**config.mk**
```make
export PLATFORM = sky130hd
export DESIGN_NAME = three_key_debounce_autorepeat
export DESIGN_NICKNAME = d
export VERILOG_FILES = /design/src/sv/dkar_pkg.sv /design/src/sv/three_key_debounce_autorepeat.sv /design/src/sv/dkar_lane.sv /design/src/sv/dkar_merge.sv
export VERILOG_INCLUDE_DIRS = /design/src /design/src/sv
export SDC_FILE = /design/constraint.sdc
export NUM_CORES = 1
export LEC_CHECK = 0
export BUFFER_PORTS_ARGS = -buffer_cell sky130_fd_sc_hd__buf_2
export CAP_MARGIN = 20
export CORE_MARGIN = 2
export CORE_UTILIZATION = 65
export CTS_CLUSTER_DIAMETER = 200
export CTS_CLUSTER_SIZE = 30
export DETAILED_ROUTE_END_ITERATION = 16
export PLACE_DENSITY = 0.85
export SLEW_MARGIN = 15
export SYNTH_ARGS = -nofsm -noshare
export SYNTH_HDL_FRONTEND = slang
export SYNTH_SLANG_ARGS = --single-unit
```
**constraint.sdc**
```tcl
create_clock -name aclk -period 12.7 [get_ports aclk]
set_input_delay 2.54 -clock aclk [delete_from_list [all_inputs] [get_ports aclk]]
set_output_delay 2.54 -clock aclk [all_outputs]
set_load 0.05 [all_outputs]
```
**src/sv/assert_macros.svh**
```systemverilog
// assertion macros used by the top-level rtl file
`ifndef ASSERT_MACROS_SVH
`define ASSERT_MACROS_SVH

// clocked assertion, switched off while reset is held
`define ASSERT_RST(label, clk, rstn, prop, msg) \
    label: assert property (@(posedge clk) disable iff (!rstn) prop) else $error(msg);

// clocked assertion that also holds during reset
`define ASSERT_ALWAYS(label, clk, prop, msg) \
    label: assert property (@(posedge clk) prop) else $error(msg);

`endif

```
**src/sv/dkar_pkg.sv**
```systemverilog
// shared types and constants of the three-key debouncer
`default_nettype none

package dkar_pkg;

    localparam int unsigned NUM_KEYS  = 3;
    localparam int unsigned CNT_W     = 16;
    localparam int unsigned STAGES_W  = 3;
    localparam int unsigned CFG_IDX_W = 2;
    localparam int unsigned CFG_DATA_W = 16;

    // key positions in the word
    localparam int unsigned KEY_DEC   = 0;
    localparam int unsigned KEY_CLEAR = 1;
    localparam int unsigned KEY_INC   = 2;

    // register indexes
    localparam logic [CFG_IDX_W-1:0] REG_FIRST_DELAY   = 2'd0;
    localparam logic [CFG_IDX_W-1:0] REG_REPEAT_DELAY  = 2'd1;
    localparam logic [CFG_IDX_W-1:0] REG_PRESSED_LEVEL = 2'd2;

    // reset values
    localparam logic [CNT_W-1:0] FIRST_DELAY_RST  = 16'd300;
    localparam logic [CNT_W-1:0] REPEAT_DELAY_RST = 16'd100;
    localparam logic             PRESSED_LEVEL_RST = 1'b0;
    localparam logic             RELEASED_RST      = ~PRESSED_LEVEL_RST;

    typedef struct packed {
        logic edge_fire;   // accepted level just went to pressed
        logic hold;        // agreed pressed and unchanged: counts the shared counter
        logic oldest_next; // oldest stage after this tick's shift
        logic oldest_prev; // oldest stage before this tick's shift
    } lane_status_t;

endpackage

`default_nettype wire

```
**src/sv/three_key_debounce_autorepeat.sv**
```systemverilog
// top level: three-key debouncer with shared long-press auto-repeat
//
//  channel   direction  word bits (low first)                   handshake
//  s_        in         tdata[0] dec_level, [1] clear_level,     s_tvalid / s_tready
//                       [2] inc_level, [7:3] zero
//  m_        out        tdata[0] dec_event, [1] clear_event,     m_tvalid / m_tready
//                       [2] inc_event, [7:3] zero
//  cfg_      in         cfg_index selects register, cfg_data     cfg_we
//
// one word per cycle while s_tready is high: the three key lanes and the counter merge
//   work combinationally on each accepted word, and its result is registered into the
//   output register, or into the skid entry while the output word waits on m_tready
// a two-entry output stage (output register plus skid) keeps s_tready registered;
//   s_tready drops only when both entries hold words that m_ has not taken
// reset is synchronous and active low; it restores register defaults (300, 100,
//   pressed level low), all stages released and the hold counter at 300
`default_nettype none

`include "assert_macros.svh"

module three_key_debounce_autorepeat (
    input  wire logic                               aclk,
    input  wire logic                               aresetn,
    // input words
    input  wire logic                               s_tvalid,
    output logic                                    s_tready,
    input  wire logic [7:0]                         s_tdata,   // dec_level, clear_level, inc_level
    // result words
    output logic                                    m_tvalid,
    input  wire logic                               m_tready,
    output logic [7:0]                              m_tdata,   // dec_event, clear_event, inc_event
    // register writes
    input  wire logic                               cfg_we,
    input  wire logic [dkar_pkg::CFG_IDX_W-1:0]     cfg_index,
    input  wire logic [dkar_pkg::CFG_DATA_W-1:0]    cfg_data
);

    // configuration registers
    logic [dkar_pkg::CNT_W-1:0] first_delay_reg;
    logic [dkar_pkg::CNT_W-1:0] repeat_delay_reg;
    logic                       pressed_level_reg;

    // lane status and merged events
    dkar_pkg::lane_status_t               st_dec;
    dkar_pkg::lane_status_t               st_clear;
    dkar_pkg::lane_status_t               st_inc;
    logic [dkar_pkg::NUM_KEYS-1:0]        events;

    // output register and skid entry
    logic                                 m_valid_reg;
    logic [dkar_pkg::NUM_KEYS-1:0]        m_data_reg;
    logic                                 skid_valid_reg;
    logic [dkar_pkg::NUM_KEYS-1:0]        skid_data_reg;

    logic                                 accept;
    logic                                 out_free;

    assign s_tready = !skid_valid_reg;
    assign accept   = s_tvalid && s_tready;
    assign out_free = !m_valid_reg || m_tready;

    assign m_tvalid = m_valid_reg;
    assign m_tdata  = {5'd0, m_data_reg};

    // register writes, unknown index ignored
    always_ff @(posedge aclk) begin
        if (!aresetn) begin
            first_delay_reg   <= dkar_pkg::FIRST_DELAY_RST;
            repeat_delay_reg  <= dkar_pkg::REPEAT_DELAY_RST;
            pressed_level_reg <= dkar_pkg::PRESSED_LEVEL_RST;
        end else if (cfg_we) begin
            case (cfg_index)
                dkar_pkg::REG_FIRST_DELAY:   first_delay_reg   <= cfg_data;
                dkar_pkg::REG_REPEAT_DELAY:  repeat_delay_reg  <= cfg_data;
                dkar_pkg::REG_PRESSED_LEVEL: pressed_level_reg <= cfg_data[0];
                default: ;
            endcase
        end
    end

    // one lane per key
    dkar_lane u_lane_dec (
        .aclk          (aclk),
        .aresetn       (aresetn),
        .advance       (accept),
        .raw_level     (s_tdata[dkar_pkg::KEY_DEC]),
        .pressed_level (pressed_level_reg),
        .status        (st_dec)
    );

    dkar_lane u_lane_clear (
        .aclk          (aclk),
        .aresetn       (aresetn),
        .advance       (accept),
        .raw_level     (s_tdata[dkar_pkg::KEY_CLEAR]),
        .pressed_level (pressed_level_reg),
        .status        (st_clear)
    );

    dkar_lane u_lane_inc (
        .aclk          (aclk),
        .aresetn       (aresetn),
        .advance       (accept),
        .raw_level     (s_tdata[dkar_pkg::KEY_INC]),
        .pressed_level (pressed_level_reg),
        .status        (st_inc)
    );

    // shared counter, chained dec -> clear -> rearm -> inc
    dkar_merge u_merge (
        .aclk          (aclk),
        .aresetn       (aresetn),
        .advance       (accept),
        .first_delay   (first_delay_reg),
        .repeat_delay  (repeat_delay_reg),
        .pressed_level (pressed_level_reg),
        .lane_dec      (st_dec),
        .lane_clear    (st_clear),
        .lane_inc      (st_inc),
        .events        (events)
    );

    // output register with skid entry
    always_ff @(posedge aclk) begin
        if (!aresetn) begin
            m_valid_reg    <= 1'b0;
            skid_valid_reg <= 1'b0;
        end else if (out_free) begin
            if (skid_valid_reg) begin
                m_valid_reg    <= 1'b1;
                skid_valid_reg <= 1'b0;
            end else begin
                m_valid_reg <= accept;
            end
        end else if (accept) begin
            skid_valid_reg <= 1'b1;
        end
    end

    always_ff @(posedge aclk) begin
        if (out_free) begin
            if (skid_valid_reg) begin
                m_data_reg <= skid_data_reg;
            end else if (accept) begin
                m_data_reg <= events;
            end
        end else if (accept) begin
            skid_data_reg <= events;
        end
    end

    // skid entry only fills behind a waiting output word
    `ASSERT_RST(a_skid_behind_out, aclk, aresetn, skid_valid_reg |-> m_valid_reg, "skid holds a word while output is empty")
    // after an accepted word, the output always holds a valid word in the next cycle
    `ASSERT_RST(a_accept_to_out, aclk, aresetn, (s_tvalid && s_tready) |=> m_tvalid, "accepted word did not reach the output")
    // a stall of the output with a full skid keeps the input closed
    `ASSERT_RST(a_full_blocks, aclk, aresetn, (skid_valid_reg && !m_tready) |=> !s_tready, "input opened while both entries are full")
    // pad bits of the result word stay zero
    `ASSERT_ALWAYS(a_pad_zero, aclk, m_tdata[7:3] == 5'd0, "result pad bits not zero")

endmodule

`default_nettype wire

```
**src/sv/dkar_lane.sv**
```systemverilog
// one key lane: three-stage shift and accepted level
`default_nettype none

module dkar_lane (
    input  wire logic                 aclk,
    input  wire logic                 aresetn,
    input  wire logic                 advance,
    input  wire logic                 raw_level,
    input  wire logic                 pressed_level,
    output dkar_pkg::lane_status_t    status
);

    logic [dkar_pkg::STAGES_W-1:0] stages_reg;
    logic [dkar_pkg::STAGES_W-1:0] stages_next;
    logic                          accepted_reg;
    logic                          accepted_next;
    logic                          agree;
    logic                          agreed;
    logic                          change;

    always_comb begin
        stages_next = {stages_reg[dkar_pkg::STAGES_W-2:0], raw_level};
        agree       = (stages_next == '0) || (stages_next == '1);
        agreed      = stages_next[dkar_pkg::STAGES_W-1];
        change      = agree && (accepted_reg != agreed);
        accepted_next = change ? agreed : accepted_reg;

        status.edge_fire   = change && (agreed == pressed_level);
        status.hold        = agree && !change && (agreed == pressed_level);
        status.oldest_next = stages_next[dkar_pkg::STAGES_W-1];
        status.oldest_prev = stages_reg[dkar_pkg::STAGES_W-1];
    end

    always_ff @(posedge aclk) begin
        if (!aresetn) begin
            stages_reg   <= {dkar_pkg::STAGES_W{dkar_pkg::RELEASED_RST}};
            accepted_reg <= dkar_pkg::RELEASED_RST;
        end else if (advance) begin
            stages_reg   <= stages_next;
            accepted_reg <= accepted_next;
        end
    end

endmodule

`default_nettype wire

```
**src/sv/dkar_merge.sv**
```systemverilog
// shared hold counter: merges the lanes in dec, clear, inc order
`default_nettype none

module dkar_merge (
    input  wire logic                           aclk,
    input  wire logic                           aresetn,
    input  wire logic                           advance,
    input  wire logic [dkar_pkg::CNT_W-1:0]     first_delay,
    input  wire logic [dkar_pkg::CNT_W-1:0]     repeat_delay,
    input  wire logic                           pressed_level,
    input  wire dkar_pkg::lane_status_t         lane_dec,
    input  wire dkar_pkg::lane_status_t         lane_clear,
    input  wire dkar_pkg::lane_status_t         lane_inc,
    output logic [dkar_pkg::NUM_KEYS-1:0]       events
);

    logic [dkar_pkg::CNT_W-1:0] hold_counter_reg;
    logic [dkar_pkg::CNT_W-1:0] hold_counter_next;
    logic [dkar_pkg::CNT_W-1:0] cnt_dec;
    logic [dkar_pkg::CNT_W-1:0] cnt_clear;
    logic [dkar_pkg::CNT_W-1:0] cnt_mid;
    logic [dkar_pkg::CNT_W-1:0] dec_m1;
    logic [dkar_pkg::CNT_W-1:0] clear_m1;
    logic [dkar_pkg::CNT_W-1:0] inc_m1;
    logic                       rep_dec;
    logic                       rep_clear;
    logic                       rep_inc;
    logic                       released;
    logic                       rearm;

    always_comb begin
        released = ~pressed_level;

        // dec key step
        dec_m1  = hold_counter_reg - 16'd1;
        rep_dec = lane_dec.hold && (dec_m1 == '0);
        cnt_dec = !lane_dec.hold ? hold_counter_reg : (rep_dec ? repeat_delay : dec_m1);

        // clear key step
        clear_m1  = cnt_dec - 16'd1;
        rep_clear = lane_clear.hold && (clear_m1 == '0);
        cnt_clear = !lane_clear.hold ? cnt_dec : (rep_clear ? repeat_delay : clear_m1);

        // rearm when all keys look released; inc still shows last tick's stage
        rearm   = (lane_dec.oldest_next == released) && (lane_clear.oldest_next == released)
                  && (lane_inc.oldest_prev == released);
        cnt_mid = rearm ? first_delay : cnt_clear;

        // inc key step
        inc_m1  = cnt_mid - 16'd1;
        rep_inc = lane_inc.hold && (inc_m1 == '0);
        hold_counter_next = !lane_inc.hold ? cnt_mid : (rep_inc ? repeat_delay : inc_m1);

        events[dkar_pkg::KEY_DEC]   = lane_dec.edge_fire | rep_dec;
        events[dkar_pkg::KEY_CLEAR] = lane_clear.edge_fire | rep_clear;
        events[dkar_pkg::KEY_INC]   = lane_inc.edge_fire | rep_inc;
    end

    always_ff @(posedge aclk) begin
        if (!aresetn) begin
            hold_counter_reg <= dkar_pkg::FIRST_DELAY_RST;
        end else if (advance) begin
            hold_counter_reg <= hold_counter_next;
        end
    end

endmodule

`default_nettype wire
```
==> flow_summary.json <==
{
  "grt_usage": 0.350,
  "cp-start-kind": "primary input",
  "setup_viol": 0,
  "synth_top_flop_cell": "dfxtp_1",
  "cts.sinks": 67,
  "timing.fmax_mhz": 105,
  "end_kind": "flop",
  "die_x_um": 95.7,
  "slowest_stage": "or4_1",
  "dp.cells": 818,
  "die_h_um": 95.7,
  "worst-setup-path-type": "in -> reg",
  "seqCellArea_um2": 1400,
  "die_area_um2": 9160,
  "crit_arrival_ns": 9.76,
  "r2r_slack_ns": 4.98,
  "yosys_warnings": 0,
  "tns_ns": 0,
  "syn_avg_cell_area_um2": 7.51,
  "holdCritStartpoint": "first_delay_reg[13]$_SDFFE_PN0P_",
  "cts_htree_levels": 3,
  "cts_tree": "done",
  "clockBufferDepth": 2,
  "grt_max_degree": 63,
  "final_cell_mix": "138 x nand2_1, 61 x dfxtp_1, 53 x nor2_1, 33 x nand3_1, 32 x o21ai_0",
  "cpPeakStageDelay_ns": 0.66,
  "cts_root_buf": "clkbuf_8",
  "slew_headroom": 0.320,
  "dr.pass1.iters": 6,
  "maxCapViolations": 0,
  "final_net_count": 762,
  "syn_inst": 728,
  "crit_required_ns": 12.94,
  "ant_nets": 0,
  "globalplace.congestion": 1.01,
  "holdBufCountCts": 0,
  "multiInputGateArea_um2": 3760,
  "cts_resized": 0,
  "status": "finished, final reports clean",
  "synth_area_um2": 5470,
  "clkTransAtPathRegs_ns": 0.07,
  "port_buffers": 30,
  "ff2ff_path_depth": 24,
  "antenna_found_initial": 0,
  "min_delay_path_depth": 2,
  "coreArea_um2": 8180,
  "vias": 5605,
  "r2r_start": "u_lane_dec.stages_reg[1]$_SDFFE_PN1P_",
  "fin_crit_ns": 9.52,
  "whs_endpoint": "first_delay_reg[13]$_SDFFE_PN0P_",
  "slew_viol_final": 0,
  "p_per_area_nw_per_um2": 98.6,
  "ir_worst_vdd_v": 0.0000721,
  "diodes": 0,
  "async_flop_share": 0,
  "ys_seq_area_frac": 0.256,
  "crit_fanout": 32,
  "layout_commonest_cell": "nand2_1",
  "start_util": 0.669,
  "rr_endpoint": "u_merge.hold_counter_reg[0]$_SDFFE_PN0P_",
  "crit_family": "simple AND/OR/NAND/NOR gates",
  "synth_edf_count": 6,
  "synth_cell_type_count": 90,
  "hpwlAfterDp_mm": 11.7,
  "grt_pass1_vias": 5010,
  "post_drt_wl_per_cell_um": 18.7,
  "drc_errors": 0,
  "syn2layout_area_growth_pct": 4.46,
  "insertion_delay_ns": 0.35,
  "io_pins": 41,
  "first_iter_violations": 516,
  "drive_above_1_share": 0.122,
  "finClkSkew_ns": 0.0139,
  "routed_wirelength_mm": 15.6,
  "overflow": 0,
  "postCtsSetupRepairBufs": 0,
  "timing.critical_path.buf_inv": 4,
  "ys_ff_latch": 67,
  "p_leak_uw": 0.00208,
  "cts_buffers": 9,
  "final-hold-violation-count": 0,
  "stdcell_count": 834,
  "worst_pin_slew_ns": 1.01,
  "grt_pass1_wl_mm": 24.8,
  "n_fill_cell": 716,
  "period_share": 0.750,
  "rsz0062_at_grt": "false",
  "hp-class": "reg -> reg",
  "avgViaCountPerCell": 6.72,
  "fp-row-count": 33
}
## through the flow
stage               setup slack [ns]  hold slack (ns)  cell area, um^2  power [uW]  utilization
floorplan                       4.72            0.440             5480         365            -
global placement                3.08            0.454             5530         395        0.677
detailed placement              3.07            0.464             5530         399        0.677
CTS                             3.40            0.473             5700         560        0.698
global route                    2.82            0.504             5710         590        0.698
finish                          3.18            0.471             5710         563        0.698
## final cells by class
type	count	share of cell area
Sequential cell	67	0.245
Inverter	11	0.00723
Clock inverter	2	0.00219
Clock buffer	13	0.0278
Timing Repair Buffer	37	0.0351
Multi-Input combinational cell	599	0.659
Tap cell	105	0.0230
## Yosys cell counts (all sizes together), types with 9 or more instances
library cell	instances	share of area
nor3	23	0.024
buf	20	0.027
or4	10	0.016
a211oi	9	0.012
nand2	138	0.095
a21oi	30	0.027
xnor2	22	0.035
nand4	10	0.011
mux2i	12	0.024
nor4	14	0.023
a21boi	29	0.040
a31oi	13	0.018
nor2	53	0.036
dfxtp	61	0.22
clkbuf	35	0.024
inv	11	0.0076
o21ai	39	0.036
nand3	34	0.032
xor2	9	0.014
## how the worst max path moves through the flow
stage / cells past startpoint / from / to / slack, ns
final: 25 / s_tdata[0] / u_merge.hold_counter_reg[0]$_SDFFE_PN0P_ / 3.18
after global routing: 25 / s_tdata[0] / u_merge.hold_counter_reg[0]$_SDFFE_PN0P_ / 2.82
after CTS: 25 / s_tdata[0] / u_merge.hold_counter_reg[0]$_SDFFE_PN0P_ / 3.40
after detailed placement: 25 / s_tdata[0] / u_merge.hold_counter_reg[0]$_SDFFE_PN0P_ / 3.07
after global placement: 25 / s_tdata[0] / u_merge.hold_counter_reg[0]$_SDFFE_PN0P_ / 3.08
after floorplan: 28 / s_tdata[0] / u_merge.hold_counter_reg[0]$_SDFFE_PN0P_ / 4.72
## cell families after synthesis
kind of cell             after synthesis  share of synthesized area
AO/OA/AOI/OAI                        188                      0.249
XOR/XNOR                              31                     0.0497
adder cells (fa/ha/maj)                6                     0.0137
buffers and inverters                 66                     0.0581
flip-flops                            67                      0.256
multiplexers                          18                     0.0373
other                                  1                   0.000686
AND/OR/NAND/NOR                      351                      0.335
## worst min-delay path: stages (launching register included)
cell,delay [ns]
dfxtp_1,0.31
nand2_1,0.05
a21boi_0,0.07
## power by group
part,switching [uW],total [uW],internal [uW]
combinational,102,159,56.8
sequential,17.3,241,224
clock,82.9,163,80.4
total,202,563,361
## per-layer routing
metal  track usage  part of all wire  up-vias
li1              -                 -     2656
met1         0.471              0.43     2580
met2         0.555              0.45      317
met3        0.0744             0.094       52
met4         0.121             0.029        0
met5             0                 0        -
Note: power is estimated with default switching activity, not from simulation.
